<file path="src/rtl/core/deq_pkg.sv">
// shared types, operation codes and status codes for the double-ended queue
package deq_pkg;

  // default number of entries
  localparam int unsigned DEPTH_DEFAULT = 16;

  // payload widths fixed by the word format
  localparam int unsigned OP_W     = 3;
  localparam int unsigned DATA_W   = 32;
  localparam int unsigned STATUS_W = 2;
  localparam int unsigned COUNT_W  = 5;

  // operation codes
  localparam logic [OP_W-1:0] OP_PUSH_FRONT = 3'd0;
  localparam logic [OP_W-1:0] OP_PUSH_BACK  = 3'd1;
  localparam logic [OP_W-1:0] OP_POP_FRONT  = 3'd2;
  localparam logic [OP_W-1:0] OP_POP_BACK   = 3'd3;
  localparam logic [OP_W-1:0] OP_CLEAR      = 3'd4;

  // status codes
  localparam logic [STATUS_W-1:0] ST_OK        = 2'd0;
  localparam logic [STATUS_W-1:0] ST_POP_EMPTY = 2'd1;
  localparam logic [STATUS_W-1:0] ST_PUSH_FULL = 2'd2;

  // input word
  typedef struct packed {
    logic [OP_W-1:0]          operation;
    logic signed [DATA_W-1:0] data_value;
  } in_word_t;

  // result word
  typedef struct packed {
    logic signed [DATA_W-1:0] popped_value;
    logic [STATUS_W-1:0]      status;
    logic [COUNT_W-1:0]       entry_count;
    logic                     is_empty;
  } out_word_t;

  // command broadcast to every cell of the chain
  typedef struct packed {
    logic push_front;
    logic push_back;
    logic pop_front;
    logic pop_back;
    logic clear;
  } cell_cmd_t;

endpackage

</file>
<file path="src/rtl/core/deq_cell.sv">
// one storage cell of the deque chain, holding one entry and its occupied flag
module deq_cell (
  input  logic                              clk,
  input  logic                              rst_n,
  input  deq_pkg::cell_cmd_t                cmd,
  input  logic signed [deq_pkg::DATA_W-1:0] push_val,
  input  logic signed [deq_pkg::DATA_W-1:0] left_val,
  input  logic                              left_occ,
  input  logic signed [deq_pkg::DATA_W-1:0] right_val,
  input  logic                              right_occ,
  output logic signed [deq_pkg::DATA_W-1:0] val,
  output logic                              occ,
  output logic signed [deq_pkg::DATA_W-1:0] tap_val
);

  logic                              occ_r;
  logic                              occ_nxt;
  logic signed [deq_pkg::DATA_W-1:0] val_r;
  logic signed [deq_pkg::DATA_W-1:0] val_nxt;
  logic                              is_last;

  // this cell holds the back entry
  assign is_last = occ_r && !right_occ;

  // next entry and flag from the command and the neighbours
  always_comb begin
    occ_nxt = occ_r;
    val_nxt = val_r;
    if (cmd.clear) begin
      occ_nxt = 1'b0;
    end else if (cmd.push_front) begin
      occ_nxt = left_occ;
      val_nxt = left_val;
    end else if (cmd.push_back) begin
      // first free cell takes the new word
      if (!occ_r && left_occ) begin
        occ_nxt = 1'b1;
        val_nxt = push_val;
      end
    end else if (cmd.pop_front) begin
      occ_nxt = right_occ;
      val_nxt = right_val;
    end else if (cmd.pop_back) begin
      if (is_last) begin
        occ_nxt = 1'b0;
      end
    end
  end

  // occupied flag
  always_ff @(posedge clk) begin
    if (!rst_n) begin
      occ_r <= 1'b0;
    end else begin
      occ_r <= occ_nxt;
    end
  end

  // entry value
  always_ff @(posedge clk) begin
    val_r <= val_nxt;
  end

  assign occ     = occ_r;
  assign val     = val_r;
  assign tap_val = is_last ? val_r : '0;

endmodule

</file>
<file path="src/rtl/core/double_ended_queue_unit.sv">
// double-ended queue top level: op decode, cell chain and result register
// the result strobe comes in the cycle after the word is accepted
// throughput: one operation per cycle once busy is low; the command goes to every cell of the chain in that cycle
// busy is high during reset and for the first cycle after it, low from then on
// reset empties the queue; stored values are not cleared
// results cannot be stalled and are shown for exactly one cycle
module double_ended_queue_unit #(
  parameter int unsigned DEPTH = deq_pkg::DEPTH_DEFAULT
) (
  input  logic               clk,
  input  logic               rst_n,
  input  logic               start,
  output logic               busy,
  input  deq_pkg::in_word_t  in_word,
  output logic               out_valid,
  output deq_pkg::out_word_t out_word
);

  localparam int unsigned CNT_W = $clog2(DEPTH + 1);

  logic                              busy_r;
  logic                              accept;
  logic [CNT_W-1:0]                  held_count_r;
  logic [CNT_W-1:0]                  held_count_nxt;
  logic                              out_valid_r;
  deq_pkg::out_word_t                out_word_r;
  deq_pkg::out_word_t                out_word_nxt;
  deq_pkg::cell_cmd_t                cmd;
  logic                              is_full;
  logic                              is_none;
  logic signed [deq_pkg::DATA_W-1:0] back_val;

  logic signed [deq_pkg::DATA_W-1:0] cell_val [DEPTH];
  logic                              cell_occ [DEPTH];
  logic signed [deq_pkg::DATA_W-1:0] cell_tap [DEPTH];

  assign accept  = start && !busy_r;
  assign is_full = (held_count_r == CNT_W'(DEPTH));
  assign is_none = (held_count_r == '0);

  // cell chain
  for (genvar i = 0; i < DEPTH; i++) begin : g_cell
    logic signed [deq_pkg::DATA_W-1:0] lv;
    logic                              lo;
    logic signed [deq_pkg::DATA_W-1:0] rv;
    logic                              ro;
    if (i == 0) begin : g_head
      assign lv = in_word.data_value;
      assign lo = 1'b1;
    end else begin : g_mid_l
      assign lv = cell_val[i-1];
      assign lo = cell_occ[i-1];
    end
    if (i == DEPTH - 1) begin : g_tail
      assign rv = '0;
      assign ro = 1'b0;
    end else begin : g_mid_r
      assign rv = cell_val[i+1];
      assign ro = cell_occ[i+1];
    end
    deq_cell u_cell (
      .clk       (clk),
      .rst_n     (rst_n),
      .cmd       (cmd),
      .push_val  (in_word.data_value),
      .left_val  (lv),
      .left_occ  (lo),
      .right_val (rv),
      .right_occ (ro),
      .val       (cell_val[i]),
      .occ       (cell_occ[i]),
      .tap_val   (cell_tap[i])
    );
  end

  // back entry: only the last occupied cell drives its tap
  always_comb begin
    back_val = '0;
    for (int i = 0; i < DEPTH; i++) begin
      back_val = back_val | cell_tap[i];
    end
  end

  // operation decode
  always_comb begin
    cmd                       = '0;
    held_count_nxt            = held_count_r;
    out_word_nxt.popped_value = '0;
    out_word_nxt.status       = deq_pkg::ST_OK;
    unique case (in_word.operation)
      deq_pkg::OP_PUSH_FRONT: begin
        if (is_full) begin
          out_word_nxt.status = deq_pkg::ST_PUSH_FULL;
        end else begin
          cmd.push_front = accept;
          held_count_nxt = held_count_r + 1'b1;
        end
      end
      deq_pkg::OP_PUSH_BACK: begin
        if (is_full) begin
          out_word_nxt.status = deq_pkg::ST_PUSH_FULL;
        end else begin
          cmd.push_back  = accept;
          held_count_nxt = held_count_r + 1'b1;
        end
      end
      deq_pkg::OP_POP_FRONT: begin
        if (is_none) begin
          out_word_nxt.status = deq_pkg::ST_POP_EMPTY;
        end else begin
          cmd.pop_front             = accept;
          held_count_nxt            = held_count_r - 1'b1;
          out_word_nxt.popped_value = cell_val[0];
        end
      end
      deq_pkg::OP_POP_BACK: begin
        if (is_none) begin
          out_word_nxt.status = deq_pkg::ST_POP_EMPTY;
        end else begin
          cmd.pop_back              = accept;
          held_count_nxt            = held_count_r - 1'b1;
          out_word_nxt.popped_value = back_val;
        end
      end
      deq_pkg::OP_CLEAR: begin
        cmd.clear      = accept;
        held_count_nxt = '0;
      end
      default: begin
      end
    endcase
    out_word_nxt.entry_count = deq_pkg::COUNT_W'(held_count_nxt);
    out_word_nxt.is_empty    = (held_count_nxt == '0);
  end

  // control registers
  always_ff @(posedge clk) begin
    if (!rst_n) begin
      busy_r       <= 1'b1;
      held_count_r <= '0;
      out_valid_r  <= 1'b0;
    end else begin
      busy_r      <= 1'b0;
      out_valid_r <= accept;
      if (accept) begin
        held_count_r <= held_count_nxt;
      end
    end
  end

  // result register
  always_ff @(posedge clk) begin
    if (accept) begin
      out_word_r <= out_word_nxt;
    end
  end

  assign busy      = busy_r;
  assign out_valid = out_valid_r;
  assign out_word  = out_word_r;

endmodule

</file>
<file path="config.mk">
export PLATFORM = sky130hd
export DESIGN_NAME = double_ended_queue_unit
export DESIGN_NICKNAME = d
export VERILOG_FILES = /design/src/rtl/core/deq_pkg.sv /design/src/rtl/core/deq_cell.sv /design/src/rtl/core/double_ended_queue_unit.sv
export SDC_FILE = /design/constraint.sdc
export NUM_CORES = 1
export LEC_CHECK = 0
export BUFFER_PORTS_ARGS = -buffer_cell sky130_fd_sc_hd__buf_4
export CELL_PAD_IN_SITES_DETAIL_PLACEMENT = 1
export CELL_PAD_IN_SITES_GLOBAL_PLACEMENT = 2
export CORE_ASPECT_RATIO = 1.25
export CORE_MARGIN = 3
export CORE_UTILIZATION = 44
export DETAILED_ROUTE_END_ITERATION = 8
export PLACE_DENSITY = 0.81
export SLEW_MARGIN = 15
export SYNTH_ARGS = -nofsm -noshare
export SYNTH_HDL_FRONTEND = slang
export SYNTH_SLANG_ARGS = --single-unit
</file>
<file path="constraint.sdc">
create_clock -name clk -period 8.35 [get_ports clk]
set_input_delay 0 -clock clk [delete_from_list [all_inputs] [get_ports clk]]
set_output_delay 0 -clock clk [all_outputs]
set_load 0.01 [all_outputs]
</file>
* Yosys cells after proc, flatten, opt, wreduce, memory -nomap -nowiden
Index checks and enable logic that the tools add are counted.
** Cells by class
- Add/subtract/negate cells :: 2
- Eq/ne operators :: 21
- Muxes and demuxes :: 191
- Bitwise operators :: 17
- Reductions and logical operators :: 87
** Operators by type and width (number)
- 2-to-1 mux 32 bit :: 82
- bitwise OR 32 bit :: 15
- 2-to-1 mux 1 bit :: 103
- AND reduction 3 bit :: 30
- case mux 32 bit (2 select lines) :: 1
- nonzero test 4 bit :: 16
- != test 3 x 1 -> 1 bit, second input constant :: 15
- logical AND 1 bit :: 16
- logical NOT 1 bit :: 16
- case mux 5 bit (3 select lines) :: 1
- logical NOT 5 bit :: 2
- 2-to-1 mux 5 bit :: 2
- == test 3 x 2 -> 1 bit, second input constant :: 2
- OR reduction 2 bit :: 3
- adder 5 x 1 -> 5 bit, second input constant :: 1
- == test 5 bit, second input constant :: 1
- subtractor 5 x 1 -> 5 bit, second input constant :: 1
- case mux 2 bit (2 select lines) :: 1
- AND reduction 2 bit :: 2
- == test 3 x 1 -> 1 bit, second input constant :: 1
- == test 3 bit, second input constant :: 1
- logical NOT 3 bit :: 1
- != test 3 bit, second input constant :: 1
- nonzero test 3 bit :: 1
- other kinds (2) :: 3
** Word-level totals
- Register bits :: 575
- Bits of input ports :: 38
- Output and inout bits :: 42
- Logic and storage cells :: 357

* Longest topological paths before layout
- Depth in word-level cells :: 20
- Gate-level depth with buffers :: 10
- Depth with buffers taken out :: 7

* Modules after synthesis
From an unflattened synthesis, not the netlist that was laid out.
** Second synthesis, totals
- Cells, all modules :: 3356
- Area total of the unflattened synthesis :: 34882.2 um2
** Modules (own cells, without submodules)
- deq_cell :: instances 16, cells an instance 189, area an instance 1981.9 um2
- double_ended_queue_unit :: instances 1, cells an instance 332, area an instance 3171.8 um2

* Least setup slack after synthesis
No wires, ideal clock.
- Kind :: reg2reg
- Start :: reg busy_r, in the netlist busy
- End :: reg g_cell[0].u_cell.val_r, in the netlist g_cell[0].u_cell.val[0], enable pin
- Library setup time :: 0.432 ns
- Data arrival time :: 4.175 ns
- Data required time :: 7.918 ns
- Setup slack :: 3.743 ns
- Cell stages (with the launch flop) :: 8
- Buffers on the path :: 3
- Period minus slack after synthesis :: 4.607 ns
- Cell sequence :: dfxtp_1 > nand2b_1 > buf_2 > inv_2 > clkbuf_1 > o21ai_2 > buf_2 > a21oi_1
** Between the ends
- Cells in the longest elaborated chain, start to end :: 6
** Ends and longest elaborated chain
- start: declaration :: line double_ended_queue_unit.sv:21 : logic busy_r;
- start signal: assignment :: line double_ended_queue_unit.sv:139 : busy_r <= 1'b1;
- start signal: assignment :: line double_ended_queue_unit.sv:143 : busy_r <= 1'b0;
- logical NOT 1 bit (*) :: line double_ended_queue_unit.sv:37 : assign accept = start && !busy_r;
- logical AND 1 bit (*) :: line double_ended_queue_unit.sv:37
- named net accept :: line double_ended_queue_unit.sv:22 : logic accept;
- 2-to-1 mux 1 bit, on equally long branches :: line double_ended_queue_unit.sv:92, double_ended_queue_unit.sv:100, double_ended_queue_unit.sv:108
- 2-to-1 mux 1 bit :: line double_ended_queue_unit.sv:90 : unique case (in_word.operation)
- != test 3 bit (no line) / nonzero test 3 bit (equally long branches)
- AND reduction 3 bit (no line) (*)
- end signal: assignment :: line deq_cell.sv:61 : val_r <= val_nxt;
- end: declaration :: line deq_cell.sv:18 : logic signed [deq_pkg::DATA_W-1:0] val_r;
The timed path passes the listed nets; every way through them passes the cells marked *.
A chain may end at the register's enable or synchronous reset.

* Final worst setup path
- Start :: reg held_count_r[0]
- End :: reg g_cell[11].u_cell.val_r, in the netlist g_cell[11].u_cell.val[20] (data pin)
** Between the ends
- Cells in the longest elaborated chain, start to end :: 5
** Ends and longest elaborated chain
- start: declaration :: line double_ended_queue_unit.sv:23 : logic [CNT_W-1:0] held_count_r;
- start signal: assignment :: line double_ended_queue_unit.sv:146 : held_count_r <= held_count_nxt;
- == test 5 bit (*) :: line double_ended_queue_unit.sv:38 : assign is_full = (held_count_r == CNT_W'(DEPTH));
- 2-to-1 mux 1 bit (*) :: line double_ended_queue_unit.sv:92, double_ended_queue_unit.sv:100
- 2-to-1 mux 1 bit :: line double_ended_queue_unit.sv:90
- 2-to-1 mux 32 bit :: line deq_cell.sv:34 : end else if (cmd.push_back) begin
- 2-to-1 mux 32 bit (*) :: line deq_cell.sv:31 : end else if (cmd.push_front) begin
- end signal: assignment :: line deq_cell.sv:61
- end: declaration :: line deq_cell.sv:18
Every way passes the cells marked *; elsewhere a longest branch is shown, timed or not.

==> flow_metrics.tcl <==
set metrics [dict create \
    status "finished, final reports clean" \
    tns_ns 0 \
    num_rows 105 \
    synth_top_family_by_area "compound AO/OA/AOI/OAI gates" \
    synth.avg_cell_area_um2 9.69 \
    slew_headroom_pct 17.6 \
    ys_ff_latch 575 \
    setup_viol 0 \
    grt_pass1_wl_mm 160 \
    area_growth_pct 11.7 \
    grt_start_max_net_pins 238 \
    synth.distinct_cells 52 \
    worstHoldPathType "input port to flop" \
    synth_xor_area_share_pct 0.0297 \
    critPathKind "flop to flop" \
    dp_hpwl_mm 59.5 \
    synth_ff_type "edfxtp_1" \
    final_max_slew_viol_count 0 \
    postCtsSetupBuffers 0 \
    worstPathArrival_ns 4.49 \
    async_reset_ff_share_pct 0 \
    max_slew.worst_pin.slew_ns 1.23 \
    wl_per_cell_um 27.6 \
    die_area_um2 70300 \
    overflow 0 \
    endpoint_kind "flop" \
    peakVddDrop_v 0.000180 \
    maxCapViolCount 0 \
    synth_edf_count 552 \
    synthSimpleGateAreaFrac_pct 11.5 \
    grt_setup_unrepaired "false" \
    drc 0 \
    n_fill_cell 7206 \
    cts-root-buf "clkbuf_16" \
    syn-num-nets 3088 \
    fin_skew_ns 0.0198 \
    antennaDiodeCount 0 \
    final_nets 2997 \
    min_from "in_word[32]" \
    die_h_um 296 \
    netlist_instances 3048 \
    synth_fa_ha_area_share_pct 0.0847 \
    numCtsBuffers 61 \
    finalCritPeriodShare_pct 49.8 \
    ys_warn_count 0 \
    reg2reg_from "held_count_r[0]" \
    cts.sinks 575 \
    power_density_nw_per_um2 198 \
    port_buffers 79 \
    fin_area_um2 33000 \
    worst_ep_required_time_ns 8.68 \
    cts-resized-gates 0 \
    final_common_cell "nand2_1" \
    initial_core_util_pct 44.7 \
    dr.pass1.iters 6 \
    drive_gt1_share_pct 9.84 \
    period_minus_slack_ns 4.16 \
    p_leak_uw 0.0115 \
    antenna_left 0 \
    synth_top_area_share_pct 56.1 \
    fmax_mhz 241 \
    die_x_um 238 \
    insertion_delay_ns 0.64 \
    ys_top_cells_by_area "edfxtp_1, a21oi_1, o21ai_0" \
    clk_pin_slew_ns 0.06 \
    clk_path_buf_depth 3 \
    muxShareOfSynthArea_pct 0.508 \
    synth_area_um2 29500 \
    routed_wl_mm 107 \
    layout_common_cells "nand2_1, edfxtp_1, a21oi_1" \
    finalHoldViolCount 0 \
    grt_pass1_vias 24900 \
    gp_congestion 0.810 \
    seq_area_frac_synth_pct 57.7 \
    grt_use_total_pct 29.7 \
    synth-compound-area-share_pct 25.4 \
    ios 80 \
    cts_tree "yes" \
    postCtsHoldBufs 36 \
    viasPerCell 6.46 \
    critPathLaunch "held_count_r[0]" \
    cp-start-kind "flop" \
    placed_area_um2 30700 \
    synth_largest_area_cell "edfxtp_1" \
    drt_iter0_markers 2751 \
    crit_fanout 237 \
    cts.htree.levels 2 \
    core_um2 66100 \
    antenna_found_initial 0 \
    vias 25000 \
]
through the flow:
step	utilization, %	cells	setup WS [ns]	total power, uW	hold slack [ns]
6_report	49.9	3865	4.19	6540	0.0577
2_1_floorplan	-	3048	3.74	3640	0.122
3_5_place_dp	46.4	3714	4.32	3820	0.277
4_1_cts	49.9	3865	4.30	6560	0.0196
5_1_grt	49.9	3865	3.89	6730	0.0303
3_3_place_gp	46.4	3714	4.46	3800	0.269
synthesized netlist by cell type, types with 3 or more instances:
master and instances:
nand2_1 613, edfxtp_1 552, a21oi_1 514, o21ai_0 462
clkbuf_1 250, a22oi_1 190, buf_2 71, nor2_1 59
nand4_1 41, a221oi_1 37, and2_1 33, o221a_2 25
inv_1 24, dfxtp_1 23, a31oi_1 22, nand3_1 19
nor2b_1 16, mux2i_1 15, a22o_1 14, o2bb2ai_1 14
a222oi_1 7, buf_4 4, nand2b_1 3, nor3_2 3
routing by layer:
metal	vias to the layer above	wire (um)	global-route usage [%]
met5	-	0	0
met4	0	3430	9.62
met3	210	7300	3.85
met2	942	50700	48.7
met1	12700	45500	41.2
li1	11100	-	-
layout make-up:
| cell class | count | area (um2) | share of cell area (%) |
|---|---|---|---|
| clock inverter | 36 | 337 | 1.02 |
| tap | 856 | 1070 | 3.25 |
| timing repair buffer | 172 | 1420 | 4.30 |
| clock buffer | 79 | 1620 | 4.90 |
| sequential | 575 | 17000 | 51.7 |
| multi-input combinational | 2122 | 11400 | 34.5 |
| inverter | 25 | 103 | 0.311 |
kinds of logic (layout without fill, tap and decap cells):
group | count (synthesis) | after routing
mux | 15 | 15
buf+inv | 351 | 312
compound gates | 1300 | 1300
flops | 575 | 575
fa+ha+maj | 2 | 2
xor+xnor | 1 | 1
simple gates | 804 | 804
worst max-delay path, cell delays in order (launching register included):
cell and delay [ns]:
dfxtp_1 0.37, inv_1 0.11, ha_1 0.26, and4bb_1 0.26, nor3_2 0.05, buf_4 0.22
nand2_4 0.73, buf_4 0.68, buf_12 0.61, o21ai_0 0.25
worst paths after layout:
kind                                     to  slack [ns]  cells after the start
setup / recovery  g_cell[11].u_cell.val[20]        4.19                      9
hold reg to reg   g_cell[14].u_cell.val[16]        0.55                      2
setup reg to reg  g_cell[11].u_cell.val[20]        4.19                      9
hold / removal                 out_word[10]        0.06                      3
state kept, by name, indices dropped and copies added (netlist names):
name / flops
out_word: 40
out_valid: 1
held_count_r: 5
g_cell.u_cell.val: 512
g_cell.u_cell.occ: 16
busy: 1
where the power goes:
group | internal [uW] | switching [uW] | total (uW) | leakage (uW)
Sequential | 3230 | 52.1 | 3280 | 0.00527
Combinational | 153 | 347 | 500 | 0.00527
Clock | 1550 | 1210 | 2760 | 0.000956
Power figures use the tool's default switching activity.
